`src/rtl/assert_macros.svh`:
```
// ----------------------------------------------------------------------------
// Assertion macros
// Shared concurrent assertion wrappers for the RTL.
// ----------------------------------------------------------------------------
`ifndef ASSERT_MACROS_SVH
`define ASSERT_MACROS_SVH
`ifndef ASSERT_OFF
`define ASSERT_IMPLIES(lbl, clk, rst, a, c) \
  lbl: assert property (@(posedge clk) disable iff (rst) (a) |-> (c)) else $error("lbl");
`define ASSERT_NEXT(lbl, clk, rst, a, c) \
  lbl: assert property (@(posedge clk) disable iff (rst) (a) |=> (c)) else $error("lbl");
`else
`define ASSERT_IMPLIES(lbl, clk, rst, a, c)
`define ASSERT_NEXT(lbl, clk, rst, a, c)
`endif
`endif

```
`src/rtl/mau_pkg.sv`:
```
// ----------------------------------------------------------------------------
// Modular arithmetic unit package
// Shared widths and operation codes.
// ----------------------------------------------------------------------------
package mau_pkg;
  localparam int unsigned VW = 31;
  localparam int unsigned QW = 2 * VW;
  localparam logic [VW-1:0] MOD_RESET = VW'(998244353);
  localparam logic [12:0] SEARCH_MAX = 13'd4097;

  typedef logic [VW-1:0] val_t;

  typedef enum logic [2:0] {
    K_ADD = 3'd0, K_SUB = 3'd1, K_NEG = 3'd2,
    K_MUL = 3'd3, K_DIV = 3'd4, K_ROOT = 3'd5
  } kind_t;

  typedef struct packed {
    logic start;
    logic [QW-1:0] num;
    val_t          den;
  } rem_req_t;
endpackage

```
`src/rtl/mau_rem.sv`:
```
// ----------------------------------------------------------------------------
// Division unit
// Restoring division of a double-width value by a divisor, one bit a cycle,
// giving both the remainder and the low bits of the quotient.
// ----------------------------------------------------------------------------
module mau_rem import mau_pkg::*; (
  input  logic     clk,
  input  logic     rst,
  input  rem_req_t req,
  output logic     done,
  output val_t     rem,
  output val_t     quot
);
  logic [QW-1:0] sh;
  logic [VW:0] r;
  val_t d;
  logic [6:0] cnt;
  logic busy;
  logic [VW:0] trial;
  logic qbit;

  always_comb begin
    trial = {r[VW-1:0], sh[QW-1]};
    qbit = (trial >= {1'b0, d});
  end

  always_ff @(posedge clk) begin
    done <= 1'b0;
    if (rst) begin
      busy <= 1'b0;
    end else if (req.start) begin
      busy <= 1'b1;
      sh <= req.num;
      d <= req.den;
      r <= '0;
      cnt <= 7'(QW);
    end else if (busy) begin
      sh <= {sh[QW-2:0], qbit};
      r <= qbit ? trial - {1'b0, d} : trial;
      cnt <= cnt - 7'd1;
      if (cnt == 7'd1) begin
        busy <= 1'b0;
        done <= 1'b1;
      end
    end
  end

  assign rem = r[VW-1:0];
  assign quot = sh[VW-1:0];
endmodule

```
`src/rtl/modular_arithmetic_unit.sv`:
```
// ----------------------------------------------------------------------------
// Modular arithmetic unit
// Add, subtract, negate, multiply, divide and square root modulo a prime.
// ----------------------------------------------------------------------------
// Usage: write modulus through cfg_we and cfg_data while the block is idle.
// Raise start with kind, operand_a and operand_b while busy is low; the beat
// is taken at that edge and busy stays high until the result is shown.
// The result appears on residue and no_answer with done high for one cycle,
// and the next beat can be taken at the edge that ends that cycle.
// Every division and every reduction of a product is done by one shared
// restoring division unit that retires one bit a cycle. Divide runs the
// extended Euclidean algorithm, one division and one product per step.
// Square root runs Euler's test, a base search of one exponentiation per
// candidate, then a Cipolla ladder of up to 31 * 9 products.
// Reset loads the default modulus and idles the sequencer. The receiver
// cannot stall; residue and no_answer hold a result only until the next one.
// ----------------------------------------------------------------------------
`include "assert_macros.svh"
module modular_arithmetic_unit import mau_pkg::*; (
  input  logic       clk,
  input  logic       rst,
  input  logic       start,
  output logic       busy,
  input  logic [2:0] kind,
  input  val_t       operand_a,
  input  val_t       operand_b,
  input  logic       cfg_we,
  input  val_t       cfg_data,
  output logic       done,
  output val_t       residue,
  output logic       no_answer
);
  typedef enum logic [4:0] {
    S_IDLE, S_RA, S_RB, S_DISP, S_SIMPLE,
    S_PW_INIT, S_PW_BIT, S_PW_MUL, S_PW_SQ, S_PW_END,
    S_SR_SEARCH, S_SR_W1, S_SR_W2,
    S_CP_INIT, S_CP_BIT, S_CP_M, S_CP_END,
    S_EU_DIV, S_EU_Q, S_EU_T, S_EU_END,
    S_RED, S_FIN
  } st_t;

  st_t st, ret;
  val_t modulus, a, b, w, n;
  val_t pb, pr, pe;
  logic [1:0] pmode;
  logic [12:0] cand;
  val_t r0, r1, b0, b1, t0, t1, t2, ce;
  logic [3:0] ms;
  logic [3:0] cs;
  logic cmul;
  logic [QW-1:0] prod;
  val_t x, y;
  rem_req_t req;
  logic rdone;
  val_t rem;
  val_t quot;
  logic [VW:0] sum;
  val_t res;
  logic flag;

  mau_rem u_rem (
    .clk(clk), .rst(rst), .req(req), .done(rdone), .rem(rem), .quot(quot)
  );

  always_comb begin
    sum = {1'b0, t0} + {1'b0, t1};
    if (sum >= {1'b0, modulus}) sum = sum - {1'b0, modulus};
  end

  assign busy = (st != S_IDLE);

  always_ff @(posedge clk) begin
    req.start <= 1'b0;
    done <= 1'b0;
    prod <= QW'(x) * QW'(y);
    if (rst) begin
      st <= S_IDLE;
      ms <= 4'd0;
      modulus <= MOD_RESET;
    end else begin
      if (cfg_we) modulus <= cfg_data;
      unique case (st)
        S_IDLE: if (start) begin
          a <= operand_a;
          b <= operand_b;
          n <= val_t'(kind);
          if (modulus < val_t'(2)) begin
            res <= '0; flag <= 1'b0; st <= S_FIN;
          end else begin
            req.start <= 1'b1; req.num <= QW'(operand_a); req.den <= modulus;
            st <= S_RA; ret <= S_RA;
          end
        end
        S_RA: if (rdone) begin
          a <= rem; req.start <= 1'b1; req.num <= QW'(b); req.den <= modulus;
          st <= S_RB;
        end
        S_RB: if (rdone) begin
          b <= rem; st <= S_DISP;
        end
        S_DISP: begin
          flag <= 1'b0;
          unique case (n[2:0])
            K_ADD: begin t0 <= a; t1 <= b; st <= S_SIMPLE; end
            K_SUB: begin t0 <= a; t1 <= (b == '0) ? '0 : modulus - b; st <= S_SIMPLE; end
            K_NEG: begin t0 <= '0; t1 <= (a == '0) ? '0 : modulus - a; st <= S_SIMPLE; end
            K_MUL: begin x <= a; y <= b; ms <= 4'd0; ret <= S_FIN; st <= S_RED; end
            K_DIV: begin
              r0 <= modulus; r1 <= b; b0 <= '0; b1 <= val_t'(1); st <= S_EU_DIV;
            end
            K_ROOT: begin
              if (a <= val_t'(1)) begin
                res <= a; st <= S_FIN;
              end else begin
                pb <= a; pe <= (modulus - val_t'(1)) >> 1; pmode <= 2'd1;
                st <= S_PW_INIT;
              end
            end
            default: begin res <= '0; flag <= 1'b1; st <= S_FIN; end
          endcase
        end
        S_SIMPLE: begin res <= sum[VW-1:0]; st <= S_FIN; end
        S_RED: begin
          st <= S_RED;
          if (ms == 4'd0) begin ms <= 4'd1; end
          else if (ms == 4'd1) begin
            req.start <= 1'b1; req.num <= prod; req.den <= modulus; ms <= 4'd2;
          end else if (rdone) begin
            ms <= 4'd0;
            st <= ret;
            if (ret == S_FIN) res <= rem; else t2 <= rem;
          end
        end
        S_EU_DIV: begin
          if (r1 == '0) st <= S_EU_END;
          else begin
            req.start <= 1'b1; req.num <= QW'(r0); req.den <= r1; st <= S_EU_Q;
          end
        end
        S_EU_Q: if (rdone) begin
          r0 <= r1; r1 <= rem; x <= quot; y <= b1; ret <= S_EU_T; st <= S_RED;
        end
        S_EU_T: begin
          b0 <= b1;
          b1 <= (b0 >= t2) ? b0 - t2 : b0 + (modulus - t2);
          st <= S_EU_DIV;
        end
        S_EU_END: begin
          if (r0 != val_t'(1)) begin res <= '0; flag <= 1'b1; st <= S_FIN; end
          else begin x <= a; y <= b0; ret <= S_FIN; st <= S_RED; end
        end
        S_PW_INIT: begin
          pr <= val_t'(1); st <= S_PW_BIT;
        end
        S_PW_BIT: begin
          if (pe == '0) st <= S_PW_END;
          else if (pe[0]) begin x <= pr; y <= pb; ret <= S_PW_MUL; st <= S_RED; end
          else begin x <= pb; y <= pb; ret <= S_PW_SQ; st <= S_RED; end
        end
        S_PW_MUL: begin
          pr <= t2; x <= pb; y <= pb; ret <= S_PW_SQ; st <= S_RED;
        end
        S_PW_SQ: begin
          pb <= t2; pe <= pe >> 1; st <= S_PW_BIT;
        end
        S_PW_END: begin
          unique case (pmode)
            2'd1: begin
              if (pr != val_t'(1)) begin res <= '0; flag <= 1'b1; st <= S_FIN; end
              else begin cand <= 13'd2; st <= S_SR_SEARCH; end
            end
            2'd2: begin
              if (pr == modulus - val_t'(1)) st <= S_CP_INIT;
              else begin cand <= cand + 13'd1; st <= S_SR_SEARCH; end
            end
            default: st <= S_FIN;
          endcase
        end
        S_SR_SEARCH: begin
          if (VW'(cand) >= modulus || cand > SEARCH_MAX) begin
            res <= '0; flag <= 1'b1; st <= S_FIN;
          end else begin
            x <= VW'(cand); y <= VW'(cand); ret <= S_SR_W1; st <= S_RED;
          end
        end
        S_SR_W1: begin
          w <= (t2 >= a) ? t2 - a : t2 + (modulus - a);
          st <= S_SR_W2;
        end
        S_SR_W2: begin
          pb <= w; pe <= (modulus - val_t'(1)) >> 1; pmode <= 2'd2; st <= S_PW_INIT;
        end
        S_CP_INIT: begin
          r0 <= val_t'(1); r1 <= '0; b0 <= VW'(cand); b1 <= val_t'(1);
          ce <= (modulus >> 1) + val_t'(modulus[0]); cmul <= 1'b0; st <= S_CP_BIT;
        end
        S_CP_BIT: begin
          if (ce == '0) st <= S_CP_END;
          else begin cmul <= ce[0]; ms <= 4'd0; cs <= 4'd0; st <= S_CP_M; end
        end
        S_CP_M: begin
          // cs sequences the products of one Cipolla step.
          unique case (cs)
            4'd0: begin
              if (cmul) begin x <= r1; y <= b1; ret <= S_CP_M; cs <= 4'd1; st <= S_RED; end
              else cs <= 4'd6;
            end
            4'd1: begin x <= t2; y <= w; cs <= 4'd2; st <= S_RED; end
            4'd2: begin t0 <= t2; x <= r0; y <= b0; cs <= 4'd3; st <= S_RED; end
            4'd3: begin t1 <= t2; x <= r0; y <= b1; cs <= 4'd4; st <= S_RED; end
            4'd4: begin r0 <= sum[VW-1:0]; t0 <= t2; x <= r1; y <= b0;
              cs <= 4'd5; st <= S_RED; end
            4'd5: begin t1 <= t2; cs <= 4'd13; end
            4'd13: begin r1 <= sum[VW-1:0]; cs <= 4'd6; end
            4'd6: begin x <= b1; y <= b1; ret <= S_CP_M; cs <= 4'd7; st <= S_RED; end
            4'd7: begin x <= t2; y <= w; cs <= 4'd8; st <= S_RED; end
            4'd8: begin t0 <= t2; x <= b0; y <= b0; cs <= 4'd9; st <= S_RED; end
            4'd9: begin t1 <= t2; x <= b0; y <= b1; cs <= 4'd10; st <= S_RED; end
            4'd10: begin b0 <= sum[VW-1:0]; t0 <= t2; t1 <= t2; cs <= 4'd11; end
            4'd11: begin b1 <= sum[VW-1:0]; ce <= ce >> 1; st <= S_CP_BIT; end
            default: cs <= 4'd0;
          endcase
        end
        S_CP_END: begin
          res <= (r0 < modulus - r0) ? r0 : modulus - r0;
          st <= S_FIN;
        end
        S_FIN: begin
          done <= 1'b1;
          residue <= flag ? '0 : res;
          no_answer <= flag;
          st <= S_IDLE;
        end
        default: st <= S_IDLE;
      endcase
    end
  end

  `ASSERT_NEXT(a_done_from_fin, clk, rst, st == S_FIN, done && !busy)
  `ASSERT_IMPLIES(a_done_idle, clk, rst, done, st == S_IDLE)
  `ASSERT_IMPLIES(a_flag_zero, clk, rst, done && no_answer, residue == '0)
endmodule
```
`config.mk`:
```
export PLATFORM = sky130hd
export DESIGN_NAME = modular_arithmetic_unit
export DESIGN_NICKNAME = d
export VERILOG_FILES = /design/src/rtl/mau_pkg.sv /design/src/rtl/mau_rem.sv /design/src/rtl/modular_arithmetic_unit.sv
export VERILOG_INCLUDE_DIRS = /design/src /design/src/rtl
export SDC_FILE = /design/constraint.sdc
export NUM_CORES = 2
export LEC_CHECK = 0
export BUFFER_PORTS_ARGS = -buffer_cell sky130_fd_sc_hd__buf_2
export CORE_MARGIN = 2
export CORE_UTILIZATION = 29
export DETAILED_ROUTE_END_ITERATION = 7
export HOLD_SLACK_MARGIN = 0.05
export PLACE_DENSITY = 0.42
export SETUP_SLACK_MARGIN = 0.02
export SLEW_MARGIN = 15
export SYNTH_ARGS = -nofsm -noshare
export SYNTH_HDL_FRONTEND = slang
export SYNTH_HIERARCHICAL = 1
export SYNTH_SLANG_ARGS = --single-unit
```
`constraint.sdc`:
```
create_clock -name clk -period 40.7 [get_ports clk]
set_input_delay 4.07 -clock clk [delete_from_list [all_inputs] [get_ports clk]]
set_output_delay 4.07 -clock clk [all_outputs]
set_load 0.01 [all_outputs]
```
==> reports/qor.csv <==
stage,metric,value,unit
status,outcome,"finished, violations left",
status,violations,DRC,
logic_synthesis,synthAdderAreaFrac,0.275,
clock_tree,cts_made_buffers,114,
detailed_routing,top_layer,met5,
timing,clock_skew,0.102,ns
logic_synthesis,synthDistinctLibCells,96,
global_route,overflow,0,
final_layout,largest_reg_flops,94,
logic_synthesis,ys_seq_elements,915,
detailed_routing,num_vias,75800,
clock_tree,insertion_delay,0.81,ns
placement,numPortBuffers,133,
min_path,hold_class,reg -> reg,
logic_synthesis,synth_edf_count,811,
logic_synthesis,yosys_warnings,6,
timing,slew_viol_final,0,
logic_synthesis,synth_area,0.0917,mm^2
logic_synthesis,synthTopCellsByArea,"edfxtp_1 (27%), fa_1 (19%), ha_1 (8.4%)",
placement,gp_congestion,0.986,
setup_path,required,41.40,ns
logic_synthesis,synth-simple-area-share,0.153,
logic_synthesis,synth-xor-area-share,0.0417,
setup_path,regToRegSetupSlack,31.51,ns
clock_tree,htreeDepth,3,
logic_synthesis,avgSynthCellArea,9.58,um^2
clock_tree,cts-root-buf,clkbuf_16,
logic_synthesis,ys_seq_area_frac,0.288,
timing,relSlewSlack,0.148,
global_route,grt_pass1_wl,590000,um
final_layout,area_growth,11.1,%
detailed_routing,first_pass_iters,8,
clock_tree,cts.hold.buffers_added,0,
final_layout,top_register,req,
setup_path,r2r-start,y[11],
detailed_routing,routedWlPerCell,30.4,um
setup_path,crit_fanout,31,
detailed_routing,drtIter0Drc,8739,
placement,dpl.hpwl,337000,um
setup_path,cp.arrival,9.89,ns
detailed_routing,route.met3.wl,30800,um
setup_path,startpoint,y[11],
floorplanning,io_pins,134,
timing,finalSetupViolCount,0,
clock_tree,cts_tree,yes,
job,cap_violations,0,
timing,worst_pin_slew,1.28,ns
floorplanning,chipHeight,566,um
detailed_routing,antenna_left,0,
logic_synthesis,synth_compound_area_frac,0.146,
global_route,antenna_found_initial,45,
timing,finalHoldViolations,0,
logic_synthesis,synth.largest_area_cell,edfxtp_1,
global_route,grt.total_usage,0.257,
floorplanning,dieArea,0.321,mm^2
clock_tree,numClockSinks,915,
detailed_routing,wl_met1,181000,um
logic_synthesis,synth_cells,9566,
logic_synthesis,muxShareOfSynthArea,0.0245,
final_layout,reg.largest.list,"req x94, prod x62, u_rem/sh x62",
floorplanning,start_util,0.291,
setup_path,timing.rr.end,prod[61],
timing,post-route-period-util,0.226,
min_path,worstHoldStart,req[19],
global_route,grt_pass1_vias,76800,
final_layout,drive_gt1_frac,0.0865,
timing,rsz0062_at_grt,no,
timing,tns,0,ns
logic_synthesis,synth_top_area_share,0.266,
setup_path,start_kind,register,
floorplanning,rows,206,
logic_synthesis,synth_nets,11200,
clock_tree,clkSlewWorstSetupHoldPaths,0.07,ns
setup_path,crit_path_end_kind,register,
floorplanning,core,0.315,mm^2
logic_synthesis,synth_flop_cell,edfxtp_1,
clock_tree,clock_path_buffers,3,
setup_path,criticalPathCategory,reg -> reg,
min_path,whs_path_depth,0,
timing,fin_crit,9.19,ns
detailed_routing,finalWirelength,420000,um
detailed_routing,drc,2,
setup_path,r2r_cells,23,
final_layout,fin_nets,11100,
detailed_routing,route.met2.wl,186000,um
logic_synthesis,synth-async-reset-ratio,0,
min_path,whs_endpoint,u_rem/d[19],
detailed_routing,via_per_inst,5.48,
timing,fmax,109,MHz
floorplanning,chipWidth,566,um
clock_tree,postCtsSetupRepairBufs,0,
logic_synthesis,synth_top_family_by_area,adder cells,
clock_tree,ctsResizeCount,0,
global_route,grt_max_degree,82,
==> cell families after synthesis <==
| family | count (synthesis) |
|---|---|
| AO/OA/AOI/OAI | 1977 |
| XOR/XNOR | 408 |
| flip-flops | 915 |
| adder cells (fa/ha/maj) | 1490 |
| buffers and inverters | 1702 |
| AND/OR/NAND/NOR | 2866 |
| multiplexers | 208 |
==> worst max-delay path: stages (launching register included) <==
cell,delay (ns)
edfxtp_1,1.08
and2_1,0.26
fa_1,0.44
fa_1,0.49
inv_1,0.07
fa_1,0.51
fa_1,0.53
inv_1,0.06
fa_1,0.55
fa_1,0.44
fa_1,0.60
fa_1,0.45
ha_1,0.38
a211oi_1,0.27
o21ai_0,0.14
a221oi_1,0.82
o21bai_1,0.18
a311oi_1,0.32
buf_4,0.21
a211oi_1,0.12
o41ai_1,0.60
o21ai_0,0.20
a21oi_1,0.21
xnor2_1,0.14
==> cell usage in the layout, fill, tap and decap left out, types with 99 or more instances in the layout <==
cell and count:
a21o_1 162, a21oi_1 505, a22oi_1 99, and2_1 594, buf_2 133, buf_4 251
clkbuf_16 123, dfxtp_1 102, edfxtp_1 811, fa_1 876, ha_1 613, inv_1 1161
mux2_2 135, nand2_1 1053, nand3_1 142, nor2_1 429, nor4_1 118, o21ai_0 388
xnor2_1 271, xor2_1 119
==> per-stage QoR <==
step / utilization / instance area [um^2] / hold slack (ns) / cells / setup slack (ns)
finish: 0.324 / 102000 / 0.416 / 13800 / 31.51
global route: 0.323 / 102000 / 0.420 / 13800 / 30.92
detailed placement: 0.310 / 97600 / 0.405 / 13600 / 31.45
floorplan: - / 91700 / 0.400 / 9566 / 20.99
CTS: 0.323 / 102000 / 0.417 / 13800 / 31.34
global placement: 0.310 / 97600 / 0.401 / 13600 / 31.44
==> synthesized netlist by cell type, types with 53 or more instances <==
| cell type | n |
|---|---|
| fa_1 | 876 |
| xnor2_1 | 271 |
| nand3_1 | 143 |
| nor4_1 | 124 |
| o21ai_0 | 391 |
| nor2b_1 | 84 |
| mux2_2 | 135 |
| nand2_1 | 1056 |
| nor2_1 | 442 |
| a31oi_1 | 85 |
| a22o_1 | 65 |
| a222oi_1 | 84 |
| dfxtp_1 | 104 |
| a221oi_1 | 53 |
| clkbuf_1 | 465 |
| nor3_1 | 107 |
| mux2i_1 | 73 |
| edfxtp_1 | 811 |
| xor2_1 | 119 |
| a22oi_1 | 99 |
| and2_1 | 595 |
| a21o_1 | 163 |
| a221o_1 | 77 |
| a21oi_1 | 508 |
| nand4_1 | 83 |
| ha_1 | 613 |
| inv_1 | 1161 |
| nand2b_1 | 55 |
==> how the worst max path moves through the flow <==
stage / to / slack [ns] / cells after the start
after global routing: prod[61] / 30.92 / 23
after detailed placement: prod[61] / 31.45 / 23
after CTS: prod[61] / 31.34 / 23
final: prod[61] / 31.51 / 23
after floorplan: req[0] / 20.99 / 2
after global placement: prod[61] / 31.44 / 23
==> routing by layer <==
metal	track usage	up-vias
li1	-	33100
met1	0.348	39000
met2	0.401	3145
met3	0.0430	583
met4	0.115	4
met5	0	-
==> final cells by class <==
cell class | count | area (um^2)
antenna | 32 | 80.1
clock buffer | 154 | 3340
clock inverter | 62 | 812
fill | 32400 | 213000
inverter | 1168 | 4380
multi-input combinational | 6949 | 59000
sequential | 915 | 26400
tap | 4160 | 5200
timing repair buffer | 384 | 2550
Power is left out: the tool's default activity adds up to more than one toggle a clock period on the data nets, which glitch-free logic cannot reach.
